File: src/rtl/rmts_pkg.sv
package rmts_pkg;

    // Task slots built into the register map
    localparam int MAX_TASKS = 4;
    localparam int TASK_IW = 2;

    localparam int TIME_W = 16;
    localparam logic [3:0] BACKLOG_MAX = 4'd15;

    // Configuration register map
    localparam int CFG_IW = 4;
    localparam logic [CFG_IW-1:0] CFG_PERIOD_BASE = 4'd0;
    localparam logic [CFG_IW-1:0] CFG_EXEC_BASE = 4'd4;
    localparam logic [CFG_IW-1:0] CFG_REG_COUNT = 4'd8;

    typedef enum logic [2:0] {
        KIND_IDLE      = 3'd0,
        KIND_PERIODIC  = 3'd1,
        KIND_APERIODIC = 3'd2,
        KIND_ACCEPT    = 3'd3,
        KIND_DROP      = 3'd4
    } kind_t;

    typedef logic [MAX_TASKS-1:0][TIME_W-1:0] task_word_t;

    // Outcome of the periodic part of one tick
    typedef struct packed {
        logic               found;
        logic [TASK_IW-1:0] id;
        logic [TIME_W-1:0]  rem;
        logic               done;
        logic               lost;
    } per_result_t;

    // A zero execution time counts as one tick
    function automatic logic [TIME_W-1:0] eff_exec(input logic [TIME_W-1:0] e);
        return (e == '0) ? TIME_W'(1) : e;
    endfunction

endpackage

File: src/rtl/rmts_periodic.sv
module rmts_periodic
    import rmts_pkg::*;
#(
    parameter int NUM_TASKS = 4
) (
    input  logic        aclk,
    input  logic        aresetn,
    input  task_word_t  period,
    input  task_word_t  exec_time,
    input  logic        tick_go,
    output per_result_t pres
);

    logic [TIME_W-1:0] cd_reg   [MAX_TASKS];
    logic [TIME_W-1:0] hr_reg   [MAX_TASKS];
    logic [3:0]        bl_reg   [MAX_TASKS];
    logic [TIME_W-1:0] cd_next  [MAX_TASKS];
    logic [TIME_W-1:0] hr_next  [MAX_TASKS];
    logic [3:0]        bl_next  [MAX_TASKS];

    logic               lost;
    logic               found;
    logic [TASK_IW-1:0] best;
    logic [16:0]        best_key;
    logic [16:0]        key;
    logic [TIME_W-1:0]  hr_dec;
    logic [3:0]         bl_dec;

    // Release, pick the shortest period, run the winner for one tick
    always_comb begin
        for (int t = 0; t < MAX_TASKS; t++) begin
            cd_next[t] = cd_reg[t];
            hr_next[t] = hr_reg[t];
            bl_next[t] = bl_reg[t];
        end
        lost = 1'b0;

        for (int t = 0; t < MAX_TASKS; t++) begin
            if (t < NUM_TASKS) begin
                if (period[t] == '0) begin
                    cd_next[t] = '0;
                end else if (cd_reg[t] == '0) begin
                    if (bl_reg[t] == '0) begin
                        hr_next[t] = eff_exec(exec_time[t]);
                        bl_next[t] = 4'd1;
                    end else if (bl_reg[t] < BACKLOG_MAX) begin
                        bl_next[t] = bl_reg[t] + 4'd1;
                    end else begin
                        lost = 1'b1;
                    end
                    cd_next[t] = period[t] - TIME_W'(1);
                end else begin
                    cd_next[t] = cd_reg[t] - TIME_W'(1);
                end
            end
        end

        found    = 1'b0;
        best     = '0;
        best_key = '0;
        key      = '0;
        for (int t = 0; t < MAX_TASKS; t++) begin
            if (t < NUM_TASKS && bl_next[t] != '0) begin
                // disabled tasks rank below every enabled one
                key = (period[t] == '0) ? 17'h10000 : {1'b0, period[t]};
                if (!found || key < best_key) begin
                    found    = 1'b1;
                    best     = TASK_IW'(t);
                    best_key = key;
                end
            end
        end

        hr_dec = (hr_next[best] != '0) ? hr_next[best] - TIME_W'(1) : '0;
        bl_dec = bl_next[best] - 4'd1;
        if (found) begin
            hr_next[best] = hr_dec;
            if (hr_dec == '0) begin
                bl_next[best] = bl_dec;
                if (bl_dec != '0) begin
                    hr_next[best] = eff_exec(exec_time[best]);
                end
            end
        end

        pres.found = found;
        pres.id    = best;
        pres.rem   = hr_dec;
        pres.done  = found && (hr_dec == '0);
        pres.lost  = lost;
    end

    // Commit task state on each tick
    always_ff @(posedge aclk) begin
        if (!aresetn) begin
            for (int t = 0; t < MAX_TASKS; t++) begin
                cd_reg[t] <= '0;
                hr_reg[t] <= '0;
                bl_reg[t] <= '0;
            end
        end else if (tick_go) begin
            for (int t = 0; t < MAX_TASKS; t++) begin
                cd_reg[t] <= cd_next[t];
                hr_reg[t] <= hr_next[t];
                bl_reg[t] <= bl_next[t];
            end
        end
    end

endmodule

File: src/rtl/rate_monotonic_tick_scheduler.sv
// Channel   Direction  Handshake                 Payload
// s_axis    in         s_axis_tvalid/tready      tuser: op; tdata: ap_id, ap_execution
// m_axis    out        m_axis_tvalid/tready      tuser: kind; tdata: task_id .. tick_time
// cfg       in         cfg_valid/cfg_ready       cfg_index, cfg_data
//
// An arrival, or a tick served by a periodic task (or idle), is answered from ST_IDLE.
// A tick that falls to the aperiodic queue passes through ST_APREAD: the head entry
// comes out of the queue memory in the cycle after the request is taken.
// Reset (aresetn low, synchronous) empties the queue and clears all task state;
// no clearing pass is needed. A stalled result holds the input off until taken.
module rate_monotonic_tick_scheduler
    import rmts_pkg::*;
#(
    parameter int NUM_TASKS = 4,
    parameter int AP_DEPTH  = 16
) (
    input  logic                aclk,
    input  logic                aresetn,

    input  logic                s_axis_tvalid,
    output logic                s_axis_tready,
    input  logic [23:0]         s_axis_tdata,  // [7:0] ap_id, [23:8] ap_execution
    input  logic                s_axis_tuser,  // [0] op

    output logic                m_axis_tvalid,
    input  logic                m_axis_tready,
    output logic [63:0]         m_axis_tdata,  // [7:0] task_id, [23:8] remaining_after,
                                               // [24] job_done, [25] release_lost,
                                               // [57:26] tick_time
    output logic [2:0]          m_axis_tuser,  // [2:0] kind

    input  logic                cfg_valid,
    output logic                cfg_ready,
    input  logic [CFG_IW-1:0]   cfg_index,
    input  logic [TIME_W-1:0]   cfg_data
);

    localparam int AW = (AP_DEPTH > 1) ? $clog2(AP_DEPTH) : 1;
    localparam int CW = $clog2(AP_DEPTH + 1);

    typedef enum logic {
        ST_IDLE,
        ST_APREAD
    } state_t;

    state_t             state_reg;
    logic               m_valid_reg;
    kind_t              kind_reg;
    logic [7:0]         id_reg;
    logic [TIME_W-1:0]  rem_reg;
    logic               done_reg;
    logic               lost_reg;
    logic [31:0]        time_reg;

    logic [31:0]        tick_reg;
    logic [31:0]        pend_time_reg;
    logic               pend_lost_reg;
    logic [AW-1:0]      head_reg;
    logic [CW-1:0]      count_reg;

    task_word_t         period_reg;
    task_word_t         exec_reg;

    logic [23:0]        apq_mem [AP_DEPTH];
    logic [23:0]        rd_data_reg;
    logic               wr_en;
    logic [AW-1:0]      wr_addr;
    logic [23:0]        wr_data;

    logic               in_ok;
    logic               out_free;
    logic               op;
    logic [7:0]         in_id;
    logic [TIME_W-1:0]  in_ex;
    logic               tick_go;
    logic               q_full;
    logic [AW:0]        tail_sum;
    logic [AW-1:0]      tail;
    logic [AW-1:0]      head_inc;
    logic [TIME_W-1:0]  ap_left;
    per_result_t        pres;

    assign op    = s_axis_tuser;
    assign in_id = s_axis_tdata[7:0];
    assign in_ex = eff_exec(s_axis_tdata[23:8]);

    assign out_free      = !m_valid_reg || m_axis_tready;
    assign s_axis_tready = (state_reg == ST_IDLE) && out_free;
    assign in_ok         = s_axis_tvalid && s_axis_tready;
    assign tick_go       = in_ok && !op;

    assign m_axis_tvalid = m_valid_reg;
    assign m_axis_tuser  = kind_reg;
    assign m_axis_tdata  = {6'b0, time_reg, lost_reg, done_reg, rem_reg, id_reg};

    // Configuration registers: always ready, unknown indexes are ignored
    assign cfg_ready = 1'b1;

    always_ff @(posedge aclk) begin
        if (!aresetn) begin
            for (int t = 0; t < MAX_TASKS; t++) begin
                period_reg[t] <= '0;
                exec_reg[t]   <= TIME_W'(1);
            end
        end else if (cfg_valid) begin
            if (cfg_index < CFG_EXEC_BASE) begin
                period_reg[cfg_index[TASK_IW-1:0]] <= cfg_data;
            end else if (cfg_index < CFG_REG_COUNT) begin
                exec_reg[cfg_index[TASK_IW-1:0]] <= cfg_data;
            end
        end
    end

    rmts_periodic #(
        .NUM_TASKS (NUM_TASKS)
    ) u_periodic (
        .aclk      (aclk),
        .aresetn   (aresetn),
        .period    (period_reg),
        .exec_time (exec_reg),
        .tick_go   (tick_go),
        .pres      (pres)
    );

    // Queue pointers
    assign q_full   = (count_reg == CW'(AP_DEPTH));
    assign tail_sum = {1'b0, head_reg} + (AW + 1)'(count_reg);
    assign tail     = (tail_sum >= (AW + 1)'(AP_DEPTH))
                      ? AW'(tail_sum - (AW + 1)'(AP_DEPTH)) : tail_sum[AW-1:0];
    assign head_inc = (head_reg == AW'(AP_DEPTH - 1)) ? '0 : head_reg + AW'(1);
    assign ap_left  = (rd_data_reg[15:0] != '0) ? rd_data_reg[15:0] - TIME_W'(1) : '0;

    // Single write port: push on arrival, write back the served head
    always_comb begin
        wr_en   = 1'b0;
        wr_addr = head_reg;
        wr_data = {rd_data_reg[23:16], ap_left};
        if (state_reg == ST_APREAD) begin
            wr_en = 1'b1;
        end else if (in_ok && op && !q_full) begin
            wr_en   = 1'b1;
            wr_addr = tail;
            wr_data = {in_id, in_ex};
        end
    end

    always_ff @(posedge aclk) begin
        if (wr_en) begin
            apq_mem[wr_addr] <= wr_data;
        end
        rd_data_reg <= apq_mem[head_reg];
    end

    // Sequencer and result register
    always_ff @(posedge aclk) begin
        if (!aresetn) begin
            state_reg   <= ST_IDLE;
            m_valid_reg <= 1'b0;
            tick_reg    <= '0;
            head_reg    <= '0;
            count_reg   <= '0;
        end else begin
            if (m_valid_reg && m_axis_tready) begin
                m_valid_reg <= 1'b0;
            end
            case (state_reg)
                ST_IDLE: begin
                    if (in_ok) begin
                        time_reg <= tick_reg;
                        lost_reg <= 1'b0;
                        done_reg <= 1'b0;
                        if (op) begin
                            // arrival: push or drop
                            m_valid_reg <= 1'b1;
                            id_reg      <= in_id;
                            if (!q_full) begin
                                kind_reg  <= KIND_ACCEPT;
                                rem_reg   <= in_ex;
                                count_reg <= count_reg + CW'(1);
                            end else begin
                                kind_reg <= KIND_DROP;
                                rem_reg  <= '0;
                            end
                        end else begin
                            tick_reg <= tick_reg + 32'd1;
                            lost_reg <= pres.lost;
                            if (pres.found) begin
                                m_valid_reg <= 1'b1;
                                kind_reg    <= KIND_PERIODIC;
                                id_reg      <= {6'b0, pres.id};
                                rem_reg     <= pres.rem;
                                done_reg    <= pres.done;
                            end else if (count_reg != '0) begin
                                // wait for the head entry
                                pend_time_reg <= tick_reg;
                                pend_lost_reg <= pres.lost;
                                state_reg     <= ST_APREAD;
                            end else begin
                                m_valid_reg <= 1'b1;
                                kind_reg    <= KIND_IDLE;
                                id_reg      <= '0;
                                rem_reg     <= '0;
                            end
                        end
                    end
                end
                ST_APREAD: begin
                    m_valid_reg <= 1'b1;
                    kind_reg    <= KIND_APERIODIC;
                    id_reg      <= rd_data_reg[23:16];
                    rem_reg     <= ap_left;
                    done_reg    <= (ap_left == '0);
                    lost_reg    <= pend_lost_reg;
                    time_reg    <= pend_time_reg;
                    if (ap_left == '0) begin
                        head_reg  <= head_inc;
                        count_reg <= count_reg - CW'(1);
                    end
                    state_reg <= ST_IDLE;
                end
                default: begin
                    state_reg <= ST_IDLE;
                end
            endcase
        end
    end

endmodule
File: config.mk
export PLATFORM = sky130hd
export DESIGN_NAME = rate_monotonic_tick_scheduler
export DESIGN_NICKNAME = d
export VERILOG_FILES = /design/src/rtl/rmts_pkg.sv /design/src/rtl/rmts_periodic.sv /design/src/rtl/rate_monotonic_tick_scheduler.sv
export SDC_FILE = /design/constraint.sdc
export NUM_CORES = 2
export LEC_CHECK = 0
export BUFFER_PORTS_ARGS = -buffer_cell sky130_fd_sc_hd__buf_2
export CAP_MARGIN = 30
export CORE_AREA = 2 2 311 313
export DETAILED_ROUTE_END_ITERATION = 8
export DIE_AREA = 0 0 313 315
export GPL_ROUTABILITY_DRIVEN = 0
export HOLD_SLACK_MARGIN = 0.02
export PLACE_DENSITY = 0.54
export SKIP_CTS_REPAIR_TIMING = 1
export SYNTH_ARGS = -nofsm -noshare
export SYNTH_HDL_FRONTEND = slang
export SYNTH_SLANG_ARGS = --single-unit
File: constraint.sdc
create_clock -name aclk -period 28.7 [get_ports aclk]
set_clock_uncertainty 0.2 [all_clocks]
set_input_delay 4.305 -clock aclk [delete_from_list [all_inputs] [get_ports aclk]]
set_output_delay 4.305 -clock aclk [all_outputs]
set_load 0.03 [all_outputs]
==> impl_metrics.ini <==
[outcome]
status = complete, no violations

[finish]
fin_area_um2 = 45600
area_growth_pct = 12.2
fillers = 8704
regArea_um2 = 22600
layout_common_cells = edfxtp_1 (622), nand2_1 (590), a21oi_1 (351), nor2_1 (282), dfxtp_1 (190)
final_common_cell = edfxtp_1
multi_input_area_um2 = 17000
largest-register = apq_mem
drive_gt1_share_pct = 15.5
layout.nets = 3799
largest_register_ffs = 384
fin_cells = 5027
final_util_pct = 47.6

[synth]
synth.yosys.seq_area_share_pct = 55.6
synth_edf_count = 622
synth_seq_cells = 817
synth_top_family_by_area = simple AND/OR/NAND/NOR gates
yosysWarnings = 0
synth_xor_xnor_area_share_pct = 2.37
synth_compound_area_share_pct = 10.7
yosys.area_share.simple_pct = 15.0
async_flop_share_pct = 0
ys_types = 90
muxShareOfSynthArea_pct = 10.7
syn-cell-area_um2 = 40600
yosys_most_used_dff = edfxtp_1
synthAdderAreaFrac_pct = 2.35
synth_area_per_cell_um2 = 11.1
syn_inst = 3659

[routing]
drc = 0
vias_per_cell = 6.02
first_pass_iters = 6
ant_nets = 0
vias = 30300
drt_iter0_markers = 3543
wl_per_cell_um = 25.5
drt-total-wl_um = 128000

[global_routing]
grt-ovfl-total = 0
grt_pass1_wl_um = 189000
grt_util_all_layers_pct = 25.6
grt_pass1_vias = 28500
grt_start_max_net_pins = 145
antenna_found_initial = 2

[sta]
fmax_ghz = 0.0641
period_needed_ns = 15.59
worstMarginPinSlew_ns = 1.02
setup_violations = 0
fin_crit_sh_pct = 54.3
slew_violations = 0
hold_violations = 0
rsz0062_at_grt = false
relSlewSlack_pct = 31.8
fin_setup_tns_ns = 0
setup_slack_ns = 13.11

[worst_setup_path]
path_buf_inv = 3
critPathArrivalTime_ns = 15.81
cp_slowest_cell = and3_2
worst_setup_path_end_kind = flip-flop
worstPathMaxFanout = 35
cpPeakStageDelay_ns = 0.76
crit_top_cell = a21oi_1
cp-start-kind = flip-flop
critPathTopFamily = compound AO/OA/AOI/OAI gates
crit_type = flip-flop to flip-flop
cp.required_ns = 28.92

[placed_design]
dp_slack_ns = 13.53
placed_cells = 4857
dp_hpwl_um = 83700
place_area_um2 = 42500
port_buffers = 112

[clock_network]
clock-root-buffer = clkbuf_16
clockBufferDepth = 3
clk_latency_ns = 0.71
htreeDepth = 3
clock_sink_count = 817
cts_tree = built
numCtsBuffers = 90
clk_pin_slew_ns = 0.06

[power_and_ir_drop]
p_per_area_nw_per_um2 = 73.1
peakVddDrop_uv = 57.0
p_leak_nw = 15.9

[floorplanning]
die_h_um = 315
coreArea_um2 = 95700
die_area_um2 = 98600
rows = 114
die_w_um = 313
ios = 120
start_util_pct = 42.4

[flow_run]
cap_violations = 0

[worst_hold_path]
hold_class = flip-flop to flip-flop
## Yosys cell counts, types with 8 or more instances
cell,number,area (um2)
clkbuf_1,208,781
and4_1,15,131
mux4_2,120,2700
a22oi_1,9,67.6
buf_1,30,113
and3_1,31,194
nor4_1,69,432
nand4_1,44,275
and2_1,19,119
buf_2,10,50.1
nor2_1,304,1140
dfxtp_1,195,3900
a31oi_1,40,250
a21o_1,15,113
inv_1,47,176
or3_1,31,194
a211oi_1,29,218
o22ai_1,10,62.6
xor2_1,54,473
or2_2,14,87.6
nor3b_1,8,60.1
o21a_1,8,60.1
a22o_1,8,70.1
mux2i_1,99,991
ha_1,73,913
or4_1,16,120
nand2_1,592,2220
nor3_1,63,315
nand3_1,84,420
edfxtp_1,622,18700
nor2b_1,15,93.8
o31ai_1,21,158
a21oi_1,353,1770
mux2_2,57,642
nor4b_1,10,87.6
xnor2_1,56,490
o21ai_0,113,566
buf_4,21,158
## final timing paths
check                               start                       to  slack [ns]  cells past startpoint
setup / recovery  u_periodic.cd_reg[0][5]  u_periodic.bl_reg[1][3]       13.11                     47
hold / removal               tick_reg[18]        pend_time_reg[18]        0.27                      0
setup reg to reg  u_periodic.cd_reg[0][5]  u_periodic.bl_reg[1][3]       13.11                     47
hold reg to reg              tick_reg[18]        pend_time_reg[18]        0.27                      0
## stage by stage
| step | hold slack, ns | power [W] |
|---|---|---|
| after global routing | 0.301 | 0.00344 |
| after global placement | 0.253 | 0.00215 |
| after floorplan | 0.239 | 0.00187 |
| after CTS | 0.275 | 0.00333 |
| after detailed placement | 0.264 | 0.00214 |
| final | 0.275 | 0.00333 |
## cell type report
cell class / count / area share [%]
flip-flops and latches: 817 / 49.6
clock inverters: 43 / 1.13
repair buffers: 187 / 2.57
inverters: 50 / 0.423
clock buffers: 125 / 5.54
well taps: 1276 / 3.50
diodes: 1 / 0.00549
multi-input cells: 2528 / 37.2
## kinds of logic (layout without fill, tap and decap cells)
family,count (synthesis),after routing
adders and majority gates,75,75
buffers and inverters,319,405
DFF,817,817
muxes,278,278
other,2,8
AOI/OAI and AO/OA,718,718
xor gates and xnor gates,110,110
and+or+nand+nor,1340,1340
## worst register-to-register path: cells and delay by family (launching register included)
kind                     cells  cell delay (ns)
flip-flops                   1             0.43
AND/OR/NAND/NOR             17             5.85
multiplexers                 1             0.37
adder cells (fa/ha/maj)      4             1.22
buffers and inverters        3             0.92
AO/OA/AOI/OAI               22             6.34
## power breakdown
group | switching (W) | leakage, nW | total (W) | internal, W
clock | 0.000504 | 1.46 | 0.00118 | 0.000677
combinational | 0.000592 | 7.02 | 0.000809 | 0.000217
sequential | 0.0000230 | 7.43 | 0.00134 | 0.00132
total | 0.00112 | 15.9 | 0.00333 | 0.00221
## metal layers
| metal | up-vias | GRT usage (%) | routed length (um) |
|---|---|---|---|
| met3 | 221 | 4.08 | 9890 |
| met4 | 0 | 8.55 | 4210 |
| met1 | 15100 | 38.1 | 57600 |
| li1 | 13600 | - | - |
| met2 | 1283 | 38.2 | 56400 |
| met5 | - | 0 | 0 |
No activity file was read; power rests on OpenSTA's default activity.
